$ cat src/hdl/wmdg_pkg.sv
// Package for the window-match DMA descriptor generator.
// Widths, register map, reset values and pipeline stage types.
// No dependencies; used by the top level and its checker.
package wmdg_pkg;

    // Limits of the matching unit and descriptor layout
    localparam int MAX_MASK    = 15;
    localparam int MAX_WIDTH   = 4096;
    localparam int DESC_STRIDE = 64;

    // Stream payload widths
    localparam int IDX_W     = 21;
    localparam int S_DATA_W  = 24;
    localparam int ADDR_BITS = 32;
    localparam int BCNT_W    = 3;
    localparam int M_DATA_W  = 136;
    localparam int PAD_W     = M_DATA_W - 4 * ADDR_BITS - BCNT_W;

    // Field positions in m_tdata
    localparam int OWN_LSB  = 0;
    localparam int NEXT_LSB = 32;
    localparam int SRC_LSB  = 64;
    localparam int DST_LSB  = 96;
    localparam int BCNT_LSB = 128;

    localparam logic [BCNT_W-1:0] XFER_BYTES = 3'd4;
    localparam int WORD_SH = 2;

    // Register widths and derived datapath widths
    localparam int MASK_REG_W  = 4;
    localparam int WIDTH_REG_W = 13;
    localparam int ROW_W       = $clog2(MAX_MASK + 1);
    localparam int WIDTH_W     = $clog2(MAX_WIDTH + 1);
    localparam int AREA_W      = 2 * ROW_W;
    localparam int PP_W        = AREA_W + 1;
    localparam int PROD_W      = ROW_W + WIDTH_W;
    localparam int CP_W        = IDX_W + 1;
    localparam int OFF_W       = ADDR_BITS - WORD_SH;
    localparam int PIPE_DEPTH  = IDX_W + ROW_W + 4;

    // APB register map
    localparam int APB_ADDR_W = 5;
    localparam int APB_DATA_W = 32;
    localparam int REG_IDX_W  = 3;

    localparam logic [REG_IDX_W-1:0] REG_MASK_SIZE   = 3'd0;
    localparam logic [REG_IDX_W-1:0] REG_SPACE_WIDTH = 3'd1;
    localparam logic [REG_IDX_W-1:0] REG_DESC_BASE   = 3'd2;
    localparam logic [REG_IDX_W-1:0] REG_SPACE_BASE  = 3'd3;
    localparam logic [REG_IDX_W-1:0] REG_MASK_BASE   = 3'd4;
    localparam logic [REG_IDX_W-1:0] REG_RESULT_BASE = 3'd5;
    localparam logic [REG_IDX_W-1:0] REG_UNIT_BASE   = 3'd6;

    // Register reset values
    localparam logic [MASK_REG_W-1:0]  RST_MASK_SIZE   = 4'd3;
    localparam logic [WIDTH_REG_W-1:0] RST_SPACE_WIDTH = 13'd18;
    localparam logic [ADDR_BITS-1:0]   RST_DESC_BASE   = 32'h1000_0000;
    localparam logic [ADDR_BITS-1:0]   RST_SPACE_BASE  = 32'h1100_0000;
    localparam logic [ADDR_BITS-1:0]   RST_MASK_BASE   = 32'h1110_0000;
    localparam logic [ADDR_BITS-1:0]   RST_RESULT_BASE = 32'h1120_0000;
    localparam logic [ADDR_BITS-1:0]   RST_UNIT_BASE   = 32'h7600_0000;

    // What a slot within a pixel's group does
    typedef enum logic [1:0] {
        SLOT_SPACE,
        SLOT_MASK,
        SLOT_RESULT
    } slot_kind_t;

    // Divider stage: index split into pixel and slot, one quotient bit a stage
    typedef struct packed {
        logic [IDX_W-1:0] idx;
        logic             last;
        logic [PP_W-1:0]  rem;
        logic [IDX_W-1:0] quot;
    } div_t;

    // Classify and row-divide stages
    typedef struct packed {
        logic [ADDR_BITS-1:0] own;
        logic                 last;
        logic [IDX_W-1:0]     pixel;
        logic [PP_W-1:0]      slot;
        slot_kind_t           kind;
        logic [AREA_W-1:0]    k;
        logic [AREA_W-1:0]    rrem;
        logic [ROW_W-1:0]     row;
    } mid_t;

    // Multiply stage
    typedef struct packed {
        logic [ADDR_BITS-1:0] own;
        logic [ADDR_BITS-1:0] next;
        logic [IDX_W-1:0]     pixel;
        logic [PP_W-1:0]      slot;
        slot_kind_t           kind;
        logic [AREA_W-1:0]    k;
        logic [PROD_W-1:0]    rw;
        logic [CP_W-1:0]      cp;
    } mul_t;

    // Offset selection stage
    typedef struct packed {
        logic [ADDR_BITS-1:0] own;
        logic [ADDR_BITS-1:0] next;
        logic [ADDR_BITS-1:0] src_base;
        logic [OFF_W-1:0]     src_off;
        logic [ADDR_BITS-1:0] dst_base;
        logic [OFF_W-1:0]     dst_off;
    } sum_t;

    // Finished descriptor
    typedef struct packed {
        logic [ADDR_BITS-1:0] own;
        logic [ADDR_BITS-1:0] next;
        logic [ADDR_BITS-1:0] src;
        logic [ADDR_BITS-1:0] dst;
    } desc_t;

endpackage

$ cat src/hdl/window_match_dma_descriptor_gen.sv
// Window-match DMA descriptor generator, top level.
// Depends on wmdg_pkg for widths, register map and stage types.
//
// Usage:
//   s_ channel: one descriptor number per transaction (index in s_tdata,
//   last-of-chain flag in s_tlast). m_ channel: one descriptor per
//   transaction (own, next, source, destination addresses, byte count).
//   APB port sets window side, row width and the five base addresses;
//   registers must be written only while the block is empty (not enforced).
// Throughput: one descriptor per cycle while the skid register is empty.
//   The pixel/slot split is a restoring divider by 2*m*m+1 unrolled into
//   21 stages (one quotient bit each), then a slot classify stage, a
//   4-stage row divider by m, a multiply stage, an offset select stage
//   and the final address adders.
// Reset: aresetn (synchronous) empties the pipeline and the output
//   stages and loads the register defaults.
// Stall: the output register is backed by a skid register. The pipeline
//   keeps moving while the skid register is empty; once it fills, the
//   whole pipeline freezes and s_tready drops until m_ takes a result.
module window_match_dma_descriptor_gen (
    input  logic                                 aclk,
    input  logic                                 aresetn,
    // s_tdata: [20:0] index, [23:21] zero
    input  logic                                 s_tvalid,
    output logic                                 s_tready,
    input  logic [wmdg_pkg::S_DATA_W-1:0]        s_tdata,
    input  logic                                 s_tlast,
    // m_tdata: [31:0] own_address, [63:32] next_address,
    //          [95:64] source_address, [127:96] dest_address,
    //          [130:128] byte_count, [135:131] zero
    output logic                                 m_tvalid,
    input  logic                                 m_tready,
    output logic [wmdg_pkg::M_DATA_W-1:0]        m_tdata,
    // APB configuration
    input  logic                                 psel,
    input  logic                                 penable,
    input  logic                                 pwrite,
    input  logic [wmdg_pkg::APB_ADDR_W-1:0]      paddr,
    input  logic [wmdg_pkg::APB_DATA_W-1:0]      pwdata,
    output logic [wmdg_pkg::APB_DATA_W-1:0]      prdata,
    output logic                                 pready
);

    // Configuration registers
    logic [wmdg_pkg::MASK_REG_W-1:0]  mask_size_reg;
    logic [wmdg_pkg::WIDTH_REG_W-1:0] space_width_reg;
    logic [wmdg_pkg::ADDR_BITS-1:0]   desc_base_reg;
    logic [wmdg_pkg::ADDR_BITS-1:0]   space_base_reg;
    logic [wmdg_pkg::ADDR_BITS-1:0]   mask_base_reg;
    logic [wmdg_pkg::ADDR_BITS-1:0]   result_base_reg;
    logic [wmdg_pkg::ADDR_BITS-1:0]   unit_base_reg;

    logic                             cfg_wr;
    logic [wmdg_pkg::REG_IDX_W-1:0]   cfg_idx;

    // Values derived from configuration
    logic [wmdg_pkg::ROW_W-1:0]       m_sat;
    logic [wmdg_pkg::WIDTH_W-1:0]     w_sat;
    logic [wmdg_pkg::AREA_W-1:0]      area;
    logic [wmdg_pkg::PP_W-1:0]        per_pixel;

    // Pipeline
    logic                             en;
    logic [wmdg_pkg::PIPE_DEPTH-1:0]  vld_reg;
    wmdg_pkg::div_t                   div_src  [wmdg_pkg::IDX_W];
    wmdg_pkg::div_t                   div_next [wmdg_pkg::IDX_W];
    wmdg_pkg::div_t                   div_reg  [wmdg_pkg::IDX_W];
    wmdg_pkg::mid_t                   mid_next [wmdg_pkg::ROW_W+1];
    wmdg_pkg::mid_t                   mid_reg  [wmdg_pkg::ROW_W+1];
    wmdg_pkg::mul_t                   mul_next;
    wmdg_pkg::mul_t                   mul_reg;
    wmdg_pkg::sum_t                   sum_next;
    wmdg_pkg::sum_t                   sum_reg;
    wmdg_pkg::desc_t                  fin_next;
    wmdg_pkg::desc_t                  fin_reg;

    // Output register and skid register
    logic                             out_valid_reg;
    wmdg_pkg::desc_t                  out_reg;
    logic                             skid_valid_reg;
    wmdg_pkg::desc_t                  skid_reg;

    // ------------------------------------------------------------------
    // APB port
    assign pready  = 1'b1;
    assign cfg_wr  = psel && penable && pwrite && pready;
    assign cfg_idx = paddr[wmdg_pkg::APB_ADDR_W-1:2];

    always_ff @(posedge aclk) begin
        if (!aresetn) begin
            mask_size_reg   <= wmdg_pkg::RST_MASK_SIZE;
            space_width_reg <= wmdg_pkg::RST_SPACE_WIDTH;
            desc_base_reg   <= wmdg_pkg::RST_DESC_BASE;
            space_base_reg  <= wmdg_pkg::RST_SPACE_BASE;
            mask_base_reg   <= wmdg_pkg::RST_MASK_BASE;
            result_base_reg <= wmdg_pkg::RST_RESULT_BASE;
            unit_base_reg   <= wmdg_pkg::RST_UNIT_BASE;
        end else if (cfg_wr) begin
            unique case (cfg_idx)
                wmdg_pkg::REG_MASK_SIZE:
                    mask_size_reg <= pwdata[wmdg_pkg::MASK_REG_W-1:0];
                wmdg_pkg::REG_SPACE_WIDTH:
                    space_width_reg <= pwdata[wmdg_pkg::WIDTH_REG_W-1:0];
                wmdg_pkg::REG_DESC_BASE:   desc_base_reg   <= pwdata;
                wmdg_pkg::REG_SPACE_BASE:  space_base_reg  <= pwdata;
                wmdg_pkg::REG_MASK_BASE:   mask_base_reg   <= pwdata;
                wmdg_pkg::REG_RESULT_BASE: result_base_reg <= pwdata;
                wmdg_pkg::REG_UNIT_BASE:   unit_base_reg   <= pwdata;
                default: ;
            endcase
        end
    end

    // Register read-back
    always_comb begin
        unique case (cfg_idx)
            wmdg_pkg::REG_MASK_SIZE:
                prdata = wmdg_pkg::APB_DATA_W'(mask_size_reg);
            wmdg_pkg::REG_SPACE_WIDTH:
                prdata = wmdg_pkg::APB_DATA_W'(space_width_reg);
            wmdg_pkg::REG_DESC_BASE:   prdata = desc_base_reg;
            wmdg_pkg::REG_SPACE_BASE:  prdata = space_base_reg;
            wmdg_pkg::REG_MASK_BASE:   prdata = mask_base_reg;
            wmdg_pkg::REG_RESULT_BASE: prdata = result_base_reg;
            wmdg_pkg::REG_UNIT_BASE:   prdata = unit_base_reg;
            default:                   prdata = '0;
        endcase
    end

    // ------------------------------------------------------------------
    // Saturated window side and row width, slots per pixel
    always_comb begin
        m_sat = (32'(mask_size_reg) > wmdg_pkg::MAX_MASK)
              ? wmdg_pkg::ROW_W'(wmdg_pkg::MAX_MASK)
              : wmdg_pkg::ROW_W'(mask_size_reg);
        w_sat = (32'(space_width_reg) > wmdg_pkg::MAX_WIDTH)
              ? wmdg_pkg::WIDTH_W'(wmdg_pkg::MAX_WIDTH)
              : wmdg_pkg::WIDTH_W'(space_width_reg);
        area      = wmdg_pkg::AREA_W'(m_sat) * wmdg_pkg::AREA_W'(m_sat);
        per_pixel = {area, 1'b1};
    end

    // Pipeline advances while the skid register is empty
    assign en       = !skid_valid_reg;
    assign s_tready = !skid_valid_reg;

    always_ff @(posedge aclk) begin
        if (!aresetn) begin
            vld_reg <= '0;
        end else if (en) begin
            vld_reg <= {vld_reg[wmdg_pkg::PIPE_DEPTH-2:0], s_tvalid};
        end
    end

    // ------------------------------------------------------------------
    // Divider: index / (2*m*m+1), one quotient bit per stage
    always_comb begin
        logic [wmdg_pkg::PP_W:0] shifted;
        logic                    take;
        div_src[0].idx  = s_tdata[wmdg_pkg::IDX_W-1:0];
        div_src[0].last = s_tlast;
        div_src[0].rem  = '0;
        div_src[0].quot = '0;
        for (int i = 1; i < wmdg_pkg::IDX_W; i++) begin
            div_src[i] = div_reg[i-1];
        end
        for (int i = 0; i < wmdg_pkg::IDX_W; i++) begin
            shifted = {div_src[i].rem, div_src[i].idx[wmdg_pkg::IDX_W-1-i]};
            take    = (shifted >= {1'b0, per_pixel});
            div_next[i].idx  = div_src[i].idx;
            div_next[i].last = div_src[i].last;
            div_next[i].rem  = take ? wmdg_pkg::PP_W'(shifted - {1'b0, per_pixel})
                                    : wmdg_pkg::PP_W'(shifted);
            div_next[i].quot = {div_src[i].quot[wmdg_pkg::IDX_W-2:0], take};
        end
    end

    // ------------------------------------------------------------------
    // Classify the slot, then row = slot / m, one bit per stage
    always_comb begin
        logic [wmdg_pkg::AREA_W-1:0] dv;
        wmdg_pkg::div_t              d;
        d = div_reg[wmdg_pkg::IDX_W-1];
        mid_next[0].own   = desc_base_reg
                          + wmdg_pkg::ADDR_BITS'(d.idx)
                          * wmdg_pkg::ADDR_BITS'(wmdg_pkg::DESC_STRIDE);
        mid_next[0].last  = d.last;
        mid_next[0].pixel = d.quot;
        mid_next[0].slot  = d.rem;
        if (d.rem < wmdg_pkg::PP_W'(area)) begin
            mid_next[0].kind = wmdg_pkg::SLOT_SPACE;
        end else if (d.rem < {area, 1'b0}) begin
            mid_next[0].kind = wmdg_pkg::SLOT_MASK;
        end else begin
            mid_next[0].kind = wmdg_pkg::SLOT_RESULT;
        end
        mid_next[0].k    = wmdg_pkg::AREA_W'(d.rem - wmdg_pkg::PP_W'(area));
        mid_next[0].rrem = wmdg_pkg::AREA_W'(d.rem);
        mid_next[0].row  = '0;
        // Quotient is below 2^ROW_W: compare against m shifted down bit by bit
        for (int j = 0; j < wmdg_pkg::ROW_W; j++) begin
            dv = wmdg_pkg::AREA_W'(m_sat) << (wmdg_pkg::ROW_W - 1 - j);
            mid_next[j+1] = mid_reg[j];
            if (mid_reg[j].rrem >= dv) begin
                mid_next[j+1].rrem = mid_reg[j].rrem - dv;
                mid_next[j+1].row[wmdg_pkg::ROW_W-1-j] = 1'b1;
            end
        end
    end

    // ------------------------------------------------------------------
    // Row times row width, pixel plus column, next pointer
    always_comb begin
        wmdg_pkg::mid_t mr;
        mr = mid_reg[wmdg_pkg::ROW_W];
        mul_next.own   = mr.own;
        mul_next.next  = mr.last ? desc_base_reg
                       : mr.own + wmdg_pkg::ADDR_BITS'(wmdg_pkg::DESC_STRIDE);
        mul_next.pixel = mr.pixel;
        mul_next.slot  = mr.slot;
        mul_next.kind  = mr.kind;
        mul_next.k     = mr.k;
        mul_next.rw    = wmdg_pkg::PROD_W'(mr.row) * wmdg_pkg::PROD_W'(w_sat);
        mul_next.cp    = wmdg_pkg::CP_W'(mr.pixel) + wmdg_pkg::CP_W'(mr.rrem);
    end

    // Word offsets and bases per slot kind
    always_comb begin
        sum_next.own  = mul_reg.own;
        sum_next.next = mul_reg.next;
        case (mul_reg.kind)
            wmdg_pkg::SLOT_SPACE: begin
                sum_next.src_base = space_base_reg;
                sum_next.src_off  = wmdg_pkg::OFF_W'(mul_reg.rw)
                                  + wmdg_pkg::OFF_W'(mul_reg.cp);
                sum_next.dst_base = unit_base_reg;
                sum_next.dst_off  = wmdg_pkg::OFF_W'(mul_reg.slot);
            end
            wmdg_pkg::SLOT_MASK: begin
                // column + row*m collapses to the mask word number
                sum_next.src_base = mask_base_reg;
                sum_next.src_off  = wmdg_pkg::OFF_W'(mul_reg.k);
                sum_next.dst_base = unit_base_reg;
                sum_next.dst_off  = wmdg_pkg::OFF_W'(mul_reg.slot);
            end
            default: begin
                sum_next.src_base = unit_base_reg;
                sum_next.src_off  = '0;
                sum_next.dst_base = result_base_reg;
                sum_next.dst_off  = wmdg_pkg::OFF_W'(mul_reg.pixel);
            end
        endcase
    end

    // Final byte addresses
    always_comb begin
        fin_next.own  = sum_reg.own;
        fin_next.next = sum_reg.next;
        fin_next.src  = sum_reg.src_base + {sum_reg.src_off, 2'b00};
        fin_next.dst  = sum_reg.dst_base + {sum_reg.dst_off, 2'b00};
    end

    // Pipeline payload registers
    always_ff @(posedge aclk) begin
        if (en) begin
            div_reg <= div_next;
            mid_reg <= mid_next;
            mul_reg <= mul_next;
            sum_reg <= sum_next;
            fin_reg <= fin_next;
        end
    end

    // ------------------------------------------------------------------
    // Output register with skid register behind it
    always_ff @(posedge aclk) begin
        if (!aresetn) begin
            out_valid_reg  <= 1'b0;
            skid_valid_reg <= 1'b0;
        end else if (!out_valid_reg || m_tready) begin
            if (skid_valid_reg) begin
                out_valid_reg  <= 1'b1;
                skid_valid_reg <= 1'b0;
            end else begin
                out_valid_reg <= vld_reg[wmdg_pkg::PIPE_DEPTH-1];
            end
        end else if (en && vld_reg[wmdg_pkg::PIPE_DEPTH-1]) begin
            skid_valid_reg <= 1'b1;
        end
    end

    always_ff @(posedge aclk) begin
        if (!out_valid_reg || m_tready) begin
            out_reg <= skid_valid_reg ? skid_reg : fin_reg;
        end else if (en) begin
            skid_reg <= fin_reg;
        end
    end

    assign m_tvalid = out_valid_reg;
    assign m_tdata  = {{wmdg_pkg::PAD_W{1'b0}}, wmdg_pkg::XFER_BYTES,
                       out_reg.dst, out_reg.src, out_reg.next, out_reg.own};

endmodule

$ cat config.mk
export PLATFORM = sky130hd
export DESIGN_NAME = window_match_dma_descriptor_gen
export DESIGN_NICKNAME = d
export VERILOG_FILES = /design/src/hdl/wmdg_pkg.sv /design/src/hdl/window_match_dma_descriptor_gen.sv
export SDC_FILE = /design/constraint.sdc
export NUM_CORES = 2
export LEC_CHECK = 0
export CAP_MARGIN = 15
export CORE_MARGIN = 2
export CORE_UTILIZATION = 30
export CTS_CLUSTER_SIZE = 10
export DETAILED_ROUTE_END_ITERATION = 12
export DONT_BUFFER_PORTS = 1
export GPL_TIMING_DRIVEN = 0
export HOLD_SLACK_MARGIN = 0.1
export PLACE_DENSITY = 0.48
export SLEW_MARGIN = 10
export SYNTH_ARGS = -nofsm -noshare
export SYNTH_HDL_FRONTEND = slang
export SYNTH_SLANG_ARGS = --single-unit
$ cat constraint.sdc
create_clock -name aclk -period 50.1 [get_ports aclk]
set_input_delay 7.515 -clock aclk [delete_from_list [all_inputs] [get_ports aclk]]
set_output_delay 7.515 -clock aclk [all_outputs]
set_load 0.01 [all_outputs]
# --- After elaboration in Yosys (flattened, before gate mapping) ---
# Index checks and enable logic that the tools add are counted.
totals:
  in_bits: 69
  ff_bits: 2220
  out_inout_bits: 171
  word_cells: 281
classes:
  order_cmp: 28
  n_bitwise: 1
  addsub: 32
  mul: 2
  n_reduce_logical: 16
  n_eq_ne: 7
  muxes: 32
op_table:
  columns: ["operator", "count"]
  rows:
  - ["$pmux 124 s2", 1]
  - ["$pmux 32 s7", 1]
  - ["$ge 10x9->1", 20]
  - ["$mux 9", 21]
  - ["$sub 9x9->9", 20]
  - ["$mux 128", 1]
  - ["$add 32x32->32", 2]
  - ["$add 32x27->32", 1]
  - ["$add 32x7->32 const B", 1]
  - ["$mux 32", 1]
  - ["$mux 8", 3]
  - ["$add 17x22->23", 1]
  - ["$add 21x8->22", 1]
  - ["$mul 4x13->17", 1]
  - ["$reduce_and 2->1", 7]
  - ["$gt 13x13->1 const B", 1]
  - ["$mux 13", 1]
  - ["$eq 3x3->1 const B", 3]
  - ["$ge 1x9->1", 1]
  - ["$lt 9x8->1", 1]
  - ["$lt 9x9->1", 1]
  - ["$sub 1x9->9", 1]
  - ["$ge 8x4->1", 1]
  - ["$ge 8x5->1", 1]
  - ["other kinds (20)", 25]

# --- Longest topological paths before layout ---
logic_depth:
  depth_word: 3
  ltp_mapped: 15
  depth_no_buf: 15

# --- Worst setup path before layout ---
# No wires, ideal clock.
synth_timing:
  kind: "reg2out"
  start: "register skid_valid_reg"
  end: "output s_tready"
  n_path_buf: 3
  slack_ns: 8.617
  stages_incl_launch_ff: 5
  required_ns: 42.585
  arrival_ns: 33.968
  path_cell_list: "dfxtp_1 clkbuf_1 clkbuf_1 clkbuf_1 inv_1"
synth_between:
  elab_chain_cells: 1
synth_rtl:
  columns: ["item", "line", "text"]
  rows:
  - ["from (decl)", "window_match_dma_descriptor_gen.sv:80", "logic skid_valid_reg;"]
  - ["from (signal assigned)", "window_match_dma_descriptor_gen.sv:279", "skid_valid_reg <= 1'b0;"]
  - ["from (signal assigned)", "window_match_dma_descriptor_gen.sv:283", "skid_valid_reg <= 1'b0;"]
  - ["from (signal assigned)", "window_match_dma_descriptor_gen.sv:288", "skid_valid_reg <= 1'b1;"]
  - ["$logic_not 1->1", "window_match_dma_descriptor_gen.sv:145", "assign s_tready = !skid_valid_reg;"]
  - ["to (decl)", "window_match_dma_descriptor_gen.sv:25", "output logic s_tready,"]
# No other way between the ends.

# --- Final worst setup path ---
layout_timing:
  start: "input paddr[4] (netlist name)"
  end: "output prdata[9] (netlist name)"
layout_between:
  elab_chain_cells: 2
  word_cells_on_any_way: 8
  classes_between: "6 x eq/ne; 1 x mux; 1 x reduce/logical"
layout_rtl:
  columns: ["item", "line", "text"]
  rows:
  - ["from (decl)", "window_match_dma_descriptor_gen.sv:38", "input logic [wmdg_pkg::APB_ADDR_W-1:0] paddr,"]
  - ["$eq 3x3->1, or another cell as far along", "window_match_dma_descriptor_gen.sv:116", "unique case (cfg_idx)"]
  - ["$pmux 32 s7 (*)", "window_match_dma_descriptor_gen.sv:116", null]
  - ["to (decl)", "window_match_dma_descriptor_gen.sv:40", "output logic [wmdg_pkg::APB_DATA_W-1:0] prdata,"]
# Mark *: on every way between the ends. The rest lies on a longest branch, timed or not.

==> reports/metrics.csv <==
stage;metric;value;unit
logic_synthesis;number of synthesized flops with an enable pin;1982;
placed_design;Final GP Congestion;0.860;
sta;fin crit share;35.0;%
clock_network;worst-case clock buffer depth;4;
placed_design;port bufs;0;
clock_network;H-tree levels;5;
routing;Post-Route M1 WL;89400;µm
cells_and_area;Area Overhead vs Synth;15.3;%
routing;drt drc;0;
floorplanning;Die H;549;µm
clock_network;setup bufs post-CTS;0;
clock_network;CTS Buf Count;271;
grt;initial antenna violation count;10;
cells_and_area;Filler Cells Inserted;28400;
grt;first-pass GRT wire length;301000;µm
run;Max Cap Violations;0;
floorplanning;core area;296000;µm²
setup_path;slowest stage cell, crit path;clkbuf_1;
floorplanning;die width;549;µm
clock_network;cts hold-fix bufs;0;
power;peak supply drop;0.0000274;V
logic_synthesis;syn avg cell area;15.0;µm²
setup_path;Critical Path Most Common Cell;clkbuf_1;
sta;relative slew slack;16.3;%
floorplanning;# rows;200;
clock_network;cts repair resizes;0;
clock_network;CTS tree;built;
clock_network;root buffer cell;clkbuf_16;
sta;Achievable Freq;0.0571;GHz
setup_path;CP endpoint kind;output port;
logic_synthesis;Mapped Area;89200;µm²
setup_path;WP depth;5;
routing;antenna viol nets, final;0;
sta;min Tclk post-route;17520;ps
routing;Via density;4.56;
logic_synthesis;Post-synth ARST share;0;%
routing;metal2 WL;95300;µm
setup_path;crit-path cells;clkbuf_1, buf_1, clkbuf_1, a221oi_1, a21oi_1;
power;P_leak;37.7;nW
cells_and_area;share of layout cells above drive strength 1;9.73;%
status;status;completed;
placed_design;DPL Wire Length;143000;µm
setup_path;Buf+Inv Stages, Crit Path;3;
clock_network;Worst-path clk slew;50;ps
grt;vias in the first global route;47800;
floorplanning;initial core utilization;30.1;%
logic_synthesis;Synth Warn #;0;
setup_path;startpoint types;primary input;
logic_synthesis;#FFs+latches synth;2190;
setup_path;Largest delay share family, worst path;buffers and inverters;
floorplanning;full die area;302000;µm²
clock_network;clock tree sinks;2190;
sta;PnR worst setup slack;32580;ps
cells_and_area;NumNets Final;6699;
logic_synthesis;post-synthesis sequential area ratio;71.4;%
sta;Fin. Hold Viols;0;
placed_design;Place WS;32530;ps
sta;Least-Margin Pin Slew;1240;ps
routing;via count;47200;
setup_path;crit path max fanout;10;
logic_synthesis;count of cell types in the netlist;88;
routing;met3 wire len;10600;µm
grt;remaining global-route overflow;0;
setup_path;Register-to-Register Path Depth;11;
setup_path;CP Class;primary input to output port;
grt;Total GRT Usage;13.1;%
logic_synthesis;Top FF cell, synth;edfxtp_1;
grt;largest net degree at the start of global routing;122;
min_path;hold depth;0;
cells_and_area;number of flip-flops in the largest register;650;
routing;Avg WL per Cell;19.5;µm
sta;count of pins over their slew limit;0;
clock_network;worst skew pair latency;880;ps
floorplanning;IO Count;240;
sta;Final Skew;69.8;ps
min_path;hold crit path type;flip-flop to flip-flop;
routing;DRT Pass-1 Iters;7;
routing;drt initial violations;3245;
routing;Top Metal Used;met4;
setup_path;CP Data Required Time;42590;ps
routing;aggregate routed wire length;202000;µm
sta;RSZ-0062 raised after global routing;no;
sta;Final setup viols;0;
cells_and_area;Final Core Density;34.7;%
setup_path;critical path arrival;10000;ps
power;power density over the cells;52.0;nW/µm²
logic_synthesis;Post-Syn Instances;5958;
sta;Setup TNS;0;ps
setup_path;biggest cell delay along the critical path;690;ps
cell usage after synthesis, types with 19 or more instances:
master,instances,share of area (%)
edfxtp_1,1982,67
nand2_1,641,2.7
ha_1,308,4.3
o21ai_0,245,1.4
a21oi_1,242,1.4
inv_1,222,0.93
dfxtp_1,208,4.7
nor2_1,200,0.84
xnor2_1,192,1.9
mux2_2,187,2.4
a21boi_0,149,1.3
clkbuf_1,128,0.54
nor2b_1,115,0.81
mux2i_1,101,1.1
xor2_1,98,0.96
a21o_1,76,0.64
o21bai_1,73,0.61
and2_1,70,0.49
nand2b_1,69,0.48
nand3_1,67,0.38
nor3_1,58,0.33
fa_1,51,1.1
a211oi_1,39,0.33
nand4_1,37,0.26
buf_2,34,0.19
and3_1,25,0.18
o31ai_1,23,0.19
a221o_1,22,0.25
o21ai_1,21,0.12
o211a_1,20,0.22
a22o_1,19,0.19
o21a_1,19,0.16
per-layer routing:
metal	track usage, %	vias to the layer above
met5	0	-
met4	4.83	0
met3	2.71	372
met2	21.7	986
met1	16.9	23200
li1	-	22700
worst register-to-register path, cell delays in order (launching register included):
cell      delay (ps)
dfxtp_1          290
clkbuf_2         410
clkbuf_1         560
clkbuf_1         520
inv_8            510
buf_16           380
buf_16           500
buf_16           520
buf_16           450
buf_16           560
buf_16           500
buf_16           540
placed cells by master (no fill, tap or decap), types with 73 or more instances in the layout:
cell	netlist	final
a21boi_0	149	149
a21o_1	76	76
a21oi_1	242	242
clkbuf_1	128	197
clkbuf_16	0	278
dfxtp_1	208	207
edfxtp_1	1982	1982
ha_1	308	308
inv_1	222	216
mux2_2	187	187
mux2i_1	101	101
nand2_1	641	639
nor2_1	200	200
nor2b_1	115	114
o21ai_0	245	243
o21bai_1	73	73
xnor2_1	192	191
xor2_1	98	98
final timing paths:
path | from | end | slack, ps
worst max-delay path | paddr[4] | prdata[9] | 32580
worst min-delay path | div_next[134] | div_next[82] | 370
worst min register to register | div_next[134] | div_next[82] | 370
worst max register to register | skid_valid_reg | div_reg[803] | 43820
power by group:
| part | internal [W] | leakage [nW] | switching, W |
|---|---|---|---|
| clock | 0.00103 | 3.80 | 0.000723 |
| combinational | 0.000416 | 11.2 | 0.000560 |
| sequential | 0.00244 | 22.8 | 0.000170 |
| total | 0.00389 | 37.7 | 0.00145 |
layout make-up:
class | count | area [µm²] | share of cell area, %
Sequential cell | 2190 | 63700 | 62.0
Clock inverter | 54 | 517 | 0.503
Multi-Input combinational cell | 3363 | 23900 | 23.3
Clock buffer | 354 | 7300 | 7.10
Tap cell | 3939 | 4930 | 4.80
Timing Repair Buffer | 33 | 779 | 0.758
Inverter | 226 | 861 | 0.838
Antenna cell | 4 | 10.0 | 0.00974
Buffer | 186 | 783 | 0.762
kinds of logic (layout without fill, tap and decap cells):
| group | count (synthesis) | in the layout | share of synthesized area (%) |
|---|---|---|---|
| simple gates | 1361 | 1361 | 7.16 |
| compound gates | 1055 | 1055 | 7.76 |
| fa+ha+maj | 359 | 359 | 5.47 |
| buf+inv | 412 | 853 | 1.83 |
| flops | 2190 | 2190 | 71.4 |
| other cells | 2 | 13 | 0.00842 |
| xor+xnor | 290 | 290 | 2.85 |
| mux | 289 | 289 | 3.52 |
metrics by stage:
stage	hold slack, ps	cell area (µm²)	std cells	power (W)
2_1_floorplan	400	89200	5965	0.00331
3_3_place_gp	400	94100	9904	0.00361
3_5_place_dp	405	95000	9937	0.00363
4_1_cts	367	103000	10300	0.00543
5_1_grt	375	103000	10300	0.00565
6_report	372	103000	10300	0.00534
(Power assumes the default switching activity.)
